`src/design/lss_pkg.sv`:
```
// Package for the LIFO stack with search: op, status, state and shift codes.
// Used by lss_cell, lss_chain and lifo_stack_with_search. No dependencies.
package lss_pkg;

    localparam int DEPTH_DEF     = 8;
    localparam int WORD_BITS_DEF = 32;

    // Field widths fixed by the stream format.
    localparam int FIELD_BITS  = 32;
    localparam int POS_BITS    = 3;
    localparam int FILL_BITS   = 4;
    localparam int IN_DATA_W   = 64;
    localparam int IN_USER_W   = 2;
    localparam int OUT_DATA_W  = 40;
    localparam int OUT_USER_W  = 3;

    typedef enum logic [1:0] {
        OP_PUSH    = 2'd0,
        OP_POP     = 2'd1,
        OP_SEARCH  = 2'd2,
        OP_REPLACE = 2'd3
    } t_op;

    typedef enum logic [1:0] {
        STS_OK       = 2'd0,
        STS_FULL     = 2'd1,
        STS_EMPTY    = 2'd2,
        STS_NOTFOUND = 2'd3
    } t_status;

    typedef enum logic [1:0] {
        SH_HOLD = 2'd0,
        SH_DOWN = 2'd1,   // toward the bottom: push
        SH_UP   = 2'd2    // toward the top: pop or rotate
    } t_shift;

    typedef enum logic {
        ST_IDLE = 1'b0,
        ST_SCAN = 1'b1
    } t_state;

endpackage

```
`src/design/lifo_stack_with_search.sv`:
```
// Top level of the LIFO stack with search and replace.
// Depends on lss_pkg and lss_chain.
//
// Usage:
//   Input stream (s side): one word per operation. tuser carries the op
//   (push, pop, search, replace); tdata carries the value/key and the
//   replacement word. Output stream (m side): exactly one result word per
//   operation, in order: status and empty flag in tuser, and data, match
//   position and fill count in tdata.
// Timing:
//   Push and pop: the result is valid the cycle after accept.
//   Search and replace rotate the whole cell chain once past the top cell,
//   comparing each pushed entry there; the result is registered when the
//   rotation ends. One operation is in work at a time.
// Reset:
//   Synchronous active-low reset empties the stack (fill = 0) and drops any
//   pending result. Cell contents are not cleared; only pushed entries are
//   ever compared or returned.
// Back-pressure:
//   The result sits in an output register until taken. A new word is taken
//   while idle if that register is free or is being emptied the same cycle.
module lifo_stack_with_search #(
    parameter int DEPTH     = lss_pkg::DEPTH_DEF,
    parameter int WORD_BITS = lss_pkg::WORD_BITS_DEF
) (
    input  logic                            i_clk,
    input  logic                            i_rst_n,
    // slave side
    input  logic                            i_s_tvalid,
    output logic                            o_s_tready,
    input  logic [lss_pkg::IN_DATA_W-1:0]   i_s_tdata,  // value[31:0], new_value[63:32]
    input  logic [lss_pkg::IN_USER_W-1:0]   i_s_tuser,  // mode[1:0]
    // master side
    output logic                            o_m_tvalid,
    input  logic                            i_m_tready,
    output logic [lss_pkg::OUT_DATA_W-1:0]  o_m_tdata,  // data[31:0], position[34:32],
                                                        // fill[38:35], zero[39]
    output logic [lss_pkg::OUT_USER_W-1:0]  o_m_tuser   // status[1:0], is_empty[2]
);

    localparam int CW   = $clog2(DEPTH + 1);             // fill count width
    localparam int PW   = (DEPTH > 1) ? $clog2(DEPTH) : 1; // step counter width
    localparam int FW   = lss_pkg::FIELD_BITS;
    localparam logic [PW-1:0] LAST_STEP = PW'(DEPTH - 1);
    localparam logic [CW-1:0] FULL_CNT  = CW'(DEPTH);

    // ---------------- input decode ----------------
    lss_pkg::t_op         w_op;
    logic signed [FW-1:0] w_value;
    logic signed [FW-1:0] w_new_value;
    logic [WORD_BITS-1:0] w_key;
    logic [WORD_BITS-1:0] w_repl;
    logic                 w_accept;

    assign w_op        = lss_pkg::t_op'(i_s_tuser[1:0]);
    assign w_value     = i_s_tdata[FW-1:0];
    assign w_new_value = i_s_tdata[2*FW-1:FW];
    // sign-extend or truncate to the stored word width
    assign w_key       = WORD_BITS'(w_value);
    assign w_repl      = WORD_BITS'(w_new_value);

    // ---------------- control registers ----------------
    lss_pkg::t_state      r_state, n_state;
    logic [CW-1:0]        r_count, n_count;
    logic [PW-1:0]        r_step,  n_step;
    logic [WORD_BITS-1:0] r_key;
    logic [WORD_BITS-1:0] r_repl;
    logic                 r_is_rep;
    logic                 r_found, n_found;
    logic [CW-1:0]        r_hpos,  n_hpos;
    logic [FW-1:0]        r_hdata, n_hdata;

    // output register
    logic                 r_ovalid, n_ovalid;
    lss_pkg::t_status     r_ostat,  n_ostat;
    logic [FW-1:0]        r_odata,  n_odata;
    logic [CW-1:0]        r_opos,   n_opos;
    logic [CW-1:0]        r_ofill,  n_ofill;

    // ---------------- cell chain ----------------
    lss_pkg::t_shift      w_shift;
    logic [WORD_BITS-1:0] w_top;
    logic [WORD_BITS-1:0] w_wrap;
    logic signed [WORD_BITS-1:0] w_top_s;
    logic [FW-1:0]        w_top_data;

    assign w_top_s    = w_top;
    assign w_top_data = FW'(w_top_s);

    lss_chain #(
        .DEPTH     (DEPTH),
        .WORD_BITS (WORD_BITS)
    ) u_chain (
        .i_clk       (i_clk),
        .i_shift     (w_shift),
        .i_push_word (w_key),
        .i_wrap_word (w_wrap),
        .o_top_word  (w_top)
    );

    // scan compare at the top cell: step j sees entry count-1-j
    logic          w_live;
    logic          w_hit;
    logic [CW-1:0] w_step_pos;

    assign w_live     = CW'(r_step) < r_count;
    assign w_hit      = w_live && !r_found && (w_top == r_key);
    assign w_step_pos = r_count - CW'(1) - CW'(r_step);
    assign w_wrap     = (w_hit && r_is_rep) ? r_repl : w_top;

    assign o_s_tready = (r_state == lss_pkg::ST_IDLE) && (!r_ovalid || i_m_tready);
    assign w_accept   = i_s_tvalid && o_s_tready;

    always_comb begin
        n_state  = r_state;
        n_count  = r_count;
        n_step   = r_step;
        n_found  = r_found;
        n_hpos   = r_hpos;
        n_hdata  = r_hdata;
        n_ovalid = r_ovalid && !i_m_tready;
        n_ostat  = r_ostat;
        n_odata  = r_odata;
        n_opos   = r_opos;
        n_ofill  = r_ofill;
        w_shift  = lss_pkg::SH_HOLD;

        case (r_state)
            lss_pkg::ST_IDLE: begin
                if (w_accept) begin
                    n_odata = '0;
                    n_opos  = '0;
                    n_ostat = lss_pkg::STS_OK;
                    case (w_op)
                        lss_pkg::OP_PUSH: begin
                            n_ovalid = 1'b1;
                            if (r_count == FULL_CNT) begin
                                n_ostat = lss_pkg::STS_FULL;
                            end else begin
                                w_shift = lss_pkg::SH_DOWN;
                                n_count = r_count + CW'(1);
                            end
                            n_ofill = n_count;
                        end
                        lss_pkg::OP_POP: begin
                            n_ovalid = 1'b1;
                            if (r_count == '0) begin
                                n_ostat = lss_pkg::STS_EMPTY;
                            end else begin
                                w_shift = lss_pkg::SH_UP;
                                n_count = r_count - CW'(1);
                                n_odata = w_top_data;
                            end
                            n_ofill = n_count;
                        end
                        default: begin
                            n_state = lss_pkg::ST_SCAN;
                            n_step  = '0;
                            n_found = 1'b0;
                            n_hpos  = '0;
                            n_hdata = '0;
                        end
                    endcase
                end
            end
            lss_pkg::ST_SCAN: begin
                // rotate the full ring so order is restored when the scan ends
                w_shift = lss_pkg::SH_UP;
                if (w_hit) begin
                    n_found = 1'b1;
                    n_hpos  = w_step_pos;
                    n_hdata = w_top_data;
                end
                if (r_step == LAST_STEP) begin
                    n_state  = lss_pkg::ST_IDLE;
                    n_ovalid = 1'b1;
                    n_ostat  = n_found ? lss_pkg::STS_OK : lss_pkg::STS_NOTFOUND;
                    n_odata  = n_hdata;
                    n_opos   = n_hpos;
                    n_ofill  = r_count;
                end else begin
                    n_step = r_step + PW'(1);
                end
            end
            default: begin
                n_state = lss_pkg::ST_IDLE;
            end
        endcase
    end

    always_ff @(posedge i_clk) begin
        if (!i_rst_n) begin
            r_state  <= lss_pkg::ST_IDLE;
            r_count  <= '0;
            r_step   <= '0;
            r_found  <= 1'b0;
            r_ovalid <= 1'b0;
        end else begin
            r_state  <= n_state;
            r_count  <= n_count;
            r_step   <= n_step;
            r_found  <= n_found;
            r_ovalid <= n_ovalid;
        end
    end

    // payload, no reset
    always_ff @(posedge i_clk) begin
        if (w_accept) begin
            r_key    <= w_key;
            r_repl   <= w_repl;
            r_is_rep <= (w_op == lss_pkg::OP_REPLACE);
        end
        r_hpos  <= n_hpos;
        r_hdata <= n_hdata;
        r_ostat <= n_ostat;
        r_odata <= n_odata;
        r_opos  <= n_opos;
        r_ofill <= n_ofill;
    end

    // ---------------- output packing ----------------
    logic [CW+lss_pkg::POS_BITS-1:0]  w_pos_ext;
    logic [CW+lss_pkg::FILL_BITS-1:0] w_fill_ext;

    assign w_pos_ext  = (CW + lss_pkg::POS_BITS)'(r_opos);
    assign w_fill_ext = (CW + lss_pkg::FILL_BITS)'(r_ofill);

    assign o_m_tvalid = r_ovalid;
    assign o_m_tdata  = {1'b0, w_fill_ext[lss_pkg::FILL_BITS-1:0],
                         w_pos_ext[lss_pkg::POS_BITS-1:0], r_odata};
    assign o_m_tuser  = {(r_ofill == '0), r_ostat};

    // ---------------- assertions ----------------
    a_count_bound: assert property (@(posedge i_clk) disable iff (!i_rst_n)
        r_count <= FULL_CNT)
        else $error("fill count above depth");

    a_step_adv: assert property (@(posedge i_clk) disable iff (!i_rst_n)
        (r_state == lss_pkg::ST_SCAN && r_step != LAST_STEP)
        |=> (r_state == lss_pkg::ST_SCAN && r_step == $past(r_step) + PW'(1)))
        else $error("scan step did not advance");

    a_scan_result: assert property (@(posedge i_clk) disable iff (!i_rst_n)
        (r_state == lss_pkg::ST_SCAN && r_step == LAST_STEP)
        |=> (r_ovalid && r_state == lss_pkg::ST_IDLE))
        else $error("scan end without result");

    a_push_grow: assert property (@(posedge i_clk) disable iff (!i_rst_n)
        (w_accept && w_op == lss_pkg::OP_PUSH && r_count != FULL_CNT)
        |=> (r_count == $past(r_count) + CW'(1)))
        else $error("push did not grow fill count");

    a_scan_count: assert property (@(posedge i_clk) disable iff (!i_rst_n)
        (r_state == lss_pkg::ST_SCAN) |=> $stable(r_count))
        else $error("fill count changed during scan");

endmodule

```
`src/design/lss_cell.sv`:
```
// One stack cell: a single stored word that holds or takes a neighbor's word.
// Depends on lss_pkg.
module lss_cell #(
    parameter int WORD_BITS = lss_pkg::WORD_BITS_DEF
) (
    input  logic                 i_clk,
    input  lss_pkg::t_shift      i_shift,
    input  logic [WORD_BITS-1:0] i_from_above,
    input  logic [WORD_BITS-1:0] i_from_below,
    output logic [WORD_BITS-1:0] o_word
);

    logic [WORD_BITS-1:0] r_word;
    logic [WORD_BITS-1:0] n_word;

    always_comb begin
        case (i_shift)
            lss_pkg::SH_DOWN: n_word = i_from_above;
            lss_pkg::SH_UP:   n_word = i_from_below;
            default:          n_word = r_word;
        endcase
    end

    always_ff @(posedge i_clk) begin
        r_word <= n_word;
    end

    assign o_word = r_word;

endmodule

```
`src/design/lss_chain.sv`:
```
// Row of lss_cell instances; cell 0 is the top of the stack.
// Depends on lss_pkg and lss_cell.
module lss_chain #(
    parameter int DEPTH     = lss_pkg::DEPTH_DEF,
    parameter int WORD_BITS = lss_pkg::WORD_BITS_DEF
) (
    input  logic                 i_clk,
    input  lss_pkg::t_shift      i_shift,
    input  logic [WORD_BITS-1:0] i_push_word,
    input  logic [WORD_BITS-1:0] i_wrap_word,
    output logic [WORD_BITS-1:0] o_top_word
);

    logic [WORD_BITS-1:0] w_words [DEPTH];

    for (genvar i = 0; i < DEPTH; i++) begin : g_cell
        logic [WORD_BITS-1:0] w_above;
        logic [WORD_BITS-1:0] w_below;

        if (i == 0) begin : g_top
            assign w_above = i_push_word;
        end else begin : g_mid
            assign w_above = w_words[i-1];
        end

        // bottom cell closes the ring for rotation
        if (i == DEPTH - 1) begin : g_bot
            assign w_below = i_wrap_word;
        end else begin : g_up
            assign w_below = w_words[i+1];
        end

        lss_cell #(
            .WORD_BITS (WORD_BITS)
        ) u_cell (
            .i_clk        (i_clk),
            .i_shift      (i_shift),
            .i_from_above (w_above),
            .i_from_below (w_below),
            .o_word       (w_words[i])
        );
    end

    assign o_top_word = w_words[0];

endmodule

```
`config.mk`:
```
export PLATFORM = sky130hd
export DESIGN_NAME = lifo_stack_with_search
export DESIGN_NICKNAME = d
export VERILOG_FILES = /design/src/design/lss_pkg.sv /design/src/design/lifo_stack_with_search.sv /design/src/design/lss_cell.sv /design/src/design/lss_chain.sv
export SDC_FILE = /design/constraint.sdc
export NUM_CORES = 1
export LEC_CHECK = 0
export BUFFER_PORTS_ARGS = -buffer_cell sky130_fd_sc_hd__buf_2
export CAP_MARGIN = 20
export CORE_MARGIN = 5
export CORE_UTILIZATION = 42
export CTS_CLUSTER_DIAMETER = 80
export DETAILED_ROUTE_END_ITERATION = 6
export HOLD_SLACK_MARGIN = 0.03
export SYNTH_ARGS = -nofsm -noshare
export SYNTH_HDL_FRONTEND = slang
export SYNTH_SLANG_ARGS = --single-unit
export TNS_END_PERCENT = 100
```
`constraint.sdc`:
```
create_clock -name i_clk -period 14.5 [get_ports i_clk]
set_input_delay 2.9 -clock i_clk [delete_from_list [all_inputs] [get_ports i_clk]]
set_output_delay 2.9 -clock i_clk [all_outputs]
set_load 0.05 [all_outputs]
```
# After elaboration in Yosys (flattened, before gate mapping)
# Index checks and enable logic that the tools add are counted.
# op_classes
add_sub_neg,4
n_mul,0
div,0
order_cmp,1
n_eq_ne,12
shift,0
n_mux,60
bitwise,1
reduce_logical,21
# ops
operator,n
case mux 32 bit (2 select lines),10
2-to-1 mux 32 bit,8
equality test 32 bit,1
2-to-1 mux 4 bit,7
case mux 4 bit (2 select lines),3
case mux 2 bit (2 select lines),4
2-to-1 mux 3 bit,5
2-to-1 mux 1 bit,12
2-to-1 mux 2 bit,6
case mux 3 bit (2 select lines),2
AND reduction 3 bit,3
logical NOT 4 bit,2
logical AND 1 bit,6
!= test 2 bit (second input constant),3
case mux 1 bit (2 select lines),3
adder 4 x 1 -> 4 bit (second input constant),1
equality test 2 x 1 -> 1 bit (second input constant),2
equality test 2 bit (second input constant),2
equality test 4 bit (second input constant),1
< comparator 3 x 4 -> 1 bit,1
AND reduction 2 bit,2
nonzero test 2 bit,2
subtractor 4 x 1 -> 4 bit (second input constant),1
subtractor 4 x 3 -> 4 bit,1
9 further kinds,11
# totals
ff_bits,408
latch_bits,0
mem_bits_rw,0
rom_bits,0
in_bits,70
output_inout_bits,45
elab_cells,121
mem_count,0

# Logic depth before layout (Yosys ltp)
# logic_depth
word_depth,8
mapped_depth,13
ltp_nobuf,11

# Cells and area by module
# Synthesis repeated with hierarchy kept, for this count alone.
# hier_totals
cells_unflattened,1145
area_unflattened_um2,19333.5
# by_module_without_submodules
module,n_inst,cells_each,area_per_inst_um2,seq_area_each_um2
lss_cell,8,71,1525.2,960.9
lifo_stack_with_search,1,577,7131.8,4434.3

# Worst setup path before layout
# No wires, ideal clock.
# synth_timing
kind,input to register
from,input port i_m_tready
to,register u_chain.g_cell[0].u_cell.r_word[0] (enable)
arrival_time_ns,11.301
required_time_ns,13.892
slack_ns,2.591
stages,5
path_cell_list,nor2b_1 -> nor3b_2 -> nand3_1 -> ha_1 -> inv_1
# synth_via
elab_chain_len,7
# synth_rtl
element,line,rtl
from (decl),lifo_stack_with_search.sv:35,"input logic i_m_tready,"
logical OR 1 bit *,lifo_stack_with_search.sv:111,assign o_s_tready = (r_state == lss_pkg::ST_IDLE) && (!r_ovalid || i_m_tready);
logical AND 1 bit *,lifo_stack_with_search.sv:111,
logical AND 1 bit *,lifo_stack_with_search.sv:112,assign w_accept = i_s_tvalid && o_s_tready;
via w_accept,lifo_stack_with_search.sv:53,logic w_accept;
2-to-1 mux 2 bit *,lifo_stack_with_search.sv:130,if (w_accept) begin
case mux 2 bit (2 select lines) *,lifo_stack_with_search.sv:128,case (r_state)
equality test 2 bit / equality test 2 x 1 -> 1 bit (equally long branches),lss_cell.sv:17,case (i_shift)
nonzero test 2 bit (no line) *,n/a,
to (signal assigned),lss_cell.sv:25,r_word <= n_word;
to (decl),lss_cell.sv:13,logic [WORD_BITS-1:0] r_word;
# The timed path passes the listed nets; every way through them passes the cells marked *.
# A chain may end at the register's enable or synchronous reset.

# Worst setup path after layout
# layout_timing
from,input port i_m_tready
to,output port o_s_tready
# layout_via
elab_chain_len,2
# layout_rtl
element,line,rtl
logical OR 1 bit,lifo_stack_with_search.sv:111,
logical AND 1 bit,lifo_stack_with_search.sv:111,
to (decl),lifo_stack_with_search.sv:30,"output logic o_s_tready,"
# No other way between the ends.

==> impl_summary.log <==
[metrics] DRC violation count after routing: 0
[metrics] setup repair after global routing missed its margin: no
[metrics] Overall Global Routing Usage: 16.3%
[metrics] basic-gate share of the synthesized area counting and, or, nand and nor cells: 3.20%
[metrics] Longest Clk Path Bufs: 3
[metrics] total standard cell area after synthesis: between 15000 and 20000 µm²
[metrics] clock-pin slew of the registers on the worst-case setup and hold paths: 0.06 ns
[metrics] largest family of logic cells by synthesized area: multiplexers
[metrics] startpoint class of the critical path: primary input
[metrics] die boundary width: 213 µm
[metrics] TritonCTS sink count: between 400 and 500
[metrics] most used flip-flop cell after synthesis: sky130_fd_sc_hd__edfxtp_1
[metrics] standby leakage power: slightly below 0.007 µW
[metrics] crit-path cells: buf_2 > nor2b_1 > nor2_1 > buf_2
[metrics] proportion of synthesized chip area in sequential cells: 69.8%
[metrics] Detail Placement HPWL: roughly 23000 µm
[metrics] Min-Delay Path Class: flip-flop to flip-flop
[metrics] number of buffers created by CTS: 44
[metrics] clock tree root driver cell: sky130_fd_sc_hd__clkbuf_16
[metrics] Mapped Nets: between 1000 and 1500
[metrics] post-synthesis compound-gate area fraction: between 7 and 8%
[metrics] remaining global-route overflow: 0
[metrics] Worst path max stage delay: about 0.28 ns
[metrics] Crit Path Class: primary input to primary output
[metrics] leading cell type in the layout, fill and taps excluded: sky130_fd_sc_hd__edfxtp_1
[metrics] Post-CTS Setup Inserts: 0
[metrics] number of top-level pins: between 100 and 150
[metrics] final-stage net count: 1249
[metrics] setup TNS: 0 ns
[metrics] final worst-path cycle share: between 40 and 50%
[metrics] worst path required time: about 12 ns
[metrics] Die Y-Extent: between 200 and 250 µm
[metrics] Max Clk Rate: 155 MHz
[metrics] level count of the clock H-tree: 2
[metrics] layout overhead on the synthesized area: 14.9%
[metrics] worst-path cell with the longest stage delay: sky130_fd_sc_hd__nor2b_1
[metrics] slew at the pin closest to its max-slew limit: ~1.1 ns
[metrics] Hold-fix buffers, CTS: 0
[metrics] Layout Skew: ~0.021 ns
[metrics] wire length per cell after detailed routing: 21.8 µm
[metrics] worst skew pair latency: approximately 0.57 ns
[metrics] layout cell share with drive strength beyond 1: between 30% and 40%
[metrics] die area: around 46000 µm²
[metrics] Final setup violation count: 0
[metrics] outcome: complete, no violations
[metrics] number of flops mapped to enable cells by yosys: 397
[metrics] data arrival time of the critical path: roughly 3.6 ns
[metrics] detailed-route wire length: roughly 38000 µm
[metrics] Starting Density: a little over two fifths
[metrics] standard cell core area: a little over 40000 µm²
[metrics] final core utilization: approximately 49%
[metrics] power density over cell area: between 100 and 150 nW/µm²
[metrics] warning count from the yosys run: 0
[metrics] number of placement rows: 74
[metrics] placer congestion estimate: ~0.76
[metrics] CTS tree: done
[metrics] reported max-cap violation count: 0
[metrics] vias after detailed routing: ~9500
[metrics] number of antenna repair diodes: 0
[metrics] IO buf count: between 100 and 150
[metrics] number of failing hold endpoints at the final stage: 0
[metrics] Critical Path Fanout Max: 3
[metrics] average size of a mapped cell: approximately 16 µm²
[metrics] proportion of synthesized area in mux cells: 14.5%
[metrics] post-synthesis instance total: about 1100
[metrics] async set-or-reset flop fraction in the synthesized netlist: 0%
[metrics] Setup crit end kind: primary output
[metrics] Top delay family on crit path: simple AND/OR/NAND/NOR gates
[metrics] pre-CTS setup slack: 7.48 ns
[metrics] cell area after placement: ~18000 µm²
[metrics] final design instance area without fill: between 15000 and 20000 µm²
[metrics] antenna violations before repair: 0
[metrics] wire length of the first global-routing pass: between 50000 and 60000 µm
[metrics] final count of pins violating max slew: 0
[metrics] crit path buf inv count: 2
[metrics] top library cells by usage in the layout, fill and taps aside: sky130_fd_sc_hd__edfxtp_1, sky130_fd_sc_hd__mux2_2, sky130_fd_sc_hd__buf_2
[metrics] post-synthesis adder-cell area fraction: less than 1%
[metrics] number of global-route vias before repair: roughly 9400
[metrics] shortest clock period the worst path allows after layout: 6.46 ns
[metrics] post-detailed-route count of antenna-violating nets: 0
[metrics] crit path setup slack, layout: 8.04 ns
[metrics] pin count of the biggest net entering global routing: 101
[metrics] Starting DRT DRC Count: ~750
[metrics] CTS-repair resized insts: 0
[metrics] xor-xnor portion of the synthesized cell area: under 10%
[metrics] relative slew slack: a little over a quarter
[metrics] distinct cell type count after synthesis: 51
[metrics] CP most frequent cell: sky130_fd_sc_hd__buf_2
[metrics] Yosys reg bits: ~410
[metrics] router iterations before antenna repair: 5
[metrics] peak ir drop on the vdd network: ~0.080 mV
[metrics] mean number of vias per cell: 5.47
[metrics] Register-to-Register Setup Slack: 9.78 ns
-- per-stage QoR --
| stage | hold WS (ns) | instances | total power, µW |
|---|---|---|---|
| after detailed placement | 0.531 | 1653 | 1880 |
| after floorplan | 0.521 | 1061 | 1790 |
| after global placement | 0.526 | 1652 | 1870 |
| after global routing | 0.560 | 1735 | 3090 |
| after CTS | 0.547 | 1733 | 3010 |
| final | 0.545 | 1735 | 2980 |
-- worst reg2reg max path, cell delays in order, from the launching register on --
cell	delay (ns)
sky130_fd_sc_hd__dfxtp_1	0.46
sky130_fd_sc_hd__inv_1	0.13
sky130_fd_sc_hd__ha_1	0.32
sky130_fd_sc_hd__nand2b_1	0.15
sky130_fd_sc_hd__nor2_1	0.08
sky130_fd_sc_hd__nor2_1	0.28
sky130_fd_sc_hd__nand2_1	0.09
sky130_fd_sc_hd__nand2_1	0.13
sky130_fd_sc_hd__ha_4	0.24
sky130_fd_sc_hd__inv_8	0.45
sky130_fd_sc_hd__buf_4	0.94
sky130_fd_sc_hd__buf_4	1.01
-- cell usage after synthesis, types with 3 or more instances --
master / instances / share of area [%]
sky130_fd_sc_hd__clkbuf_1: 49 / 1.1
sky130_fd_sc_hd__buf_2: 9 / 0.26
sky130_fd_sc_hd__dfxtp_1: 10 / 1.2
sky130_fd_sc_hd__and2_1: 3 / 0.11
sky130_fd_sc_hd__mux2_2: 223 / 14
sky130_fd_sc_hd__o21ai_0: 43 / 1.2
sky130_fd_sc_hd__nand4_1: 6 / 0.22
sky130_fd_sc_hd__nand2_1: 11 / 0.24
sky130_fd_sc_hd__a22o_1: 36 / 1.8
sky130_fd_sc_hd__edfxtp_1: 397 / 69
sky130_fd_sc_hd__inv_1: 14 / 0.30
sky130_fd_sc_hd__a31oi_1: 34 / 1.2
sky130_fd_sc_hd__a21oi_1: 29 / 0.84
sky130_fd_sc_hd__nor2_1: 44 / 0.95
sky130_fd_sc_hd__buf_4: 5 / 0.22
sky130_fd_sc_hd__xnor2_1: 28 / 1.4
sky130_fd_sc_hd__nor2b_1: 7 / 0.25
sky130_fd_sc_hd__xor2_1: 6 / 0.30
sky130_fd_sc_hd__ha_1: 9 / 0.65
sky130_fd_sc_hd__o211ai_1: 3 / 0.13
sky130_fd_sc_hd__nand3_1: 21 / 0.61
sky130_fd_sc_hd__buf_6: 3 / 0.19
sky130_fd_sc_hd__a22oi_1: 4 / 0.17
sky130_fd_sc_hd__nor4_1: 3 / 0.11
sky130_fd_sc_hd__nand2b_1: 4 / 0.14
sky130_fd_sc_hd__a22o_2: 28 / 1.6
-- sequential cells by signal (all words and copies together), names as in the netlist --
register and flops:
r_found 1, o_m_tvalid 1, r_key 32, r_ostat 2, r_step 3, r_hpos 3, r_repl 32, r_is_rep 1
r_count 4, r_state 1, r_opos 3, u_chain.g_cell.u_cell.o_word 256, r_hdata 32, r_odata 32, r_ofill 4
-- cell type report --
cell class / instances / area [µm²]
clock inverters: 21 / 228
fillers: 3422 / 20900
clock buffers: 59 / 1210
well taps: 532 / 666
repair buffers: 129 / 731
inverters: 15 / 63.8
multi-input cells: 572 / 4930
flip-flops and latches: 407 / 12100
-- final timing paths --
path,start,end,depth (start not counted)
worst max-delay path,i_m_tready,o_s_tready,4
worst max register to register,r_count[0],u_chain.g_cell[7].u_cell.o_word[12],11
worst min register to register,u_chain.g_cell[7].u_cell.o_word[22],u_chain.g_cell[6].u_cell.o_word[22],1
worst min-delay path,u_chain.g_cell[7].u_cell.o_word[22],u_chain.g_cell[6].u_cell.o_word[22],1
-- cell families (layout without fill, tap and decap cells) --
kind of cell,after synthesis,after routing
flip-flops,407,407
multiplexers,224,224
AO/OA/AOI/OAI,192,192
AND/OR/NAND/NOR,111,111
buffers and inverters,82,224
XOR/XNOR,34,34
adder cells (fa/ha/maj),10,10
other,1,1
-- power by group --
group          internal, µW  switching, µW  total, µW
combinational           137            197        334
clock                   673            452       1120
sequential             1460           61.4       1520
-- routing by layer --
layer  vias up  global-route usage [%]  wire length [µm]  share of wire (%)
met5         -                       0                 0                  0
met4         0                    5.04               895                2.4
met3        59                    2.82              2040                5.4
met2       245                    25.7             17500                 46
met1      4811                    23.5             17400                 46
li1       4375                       -                 -                  -
Note: power is estimated with default switching activity, not from simulation.
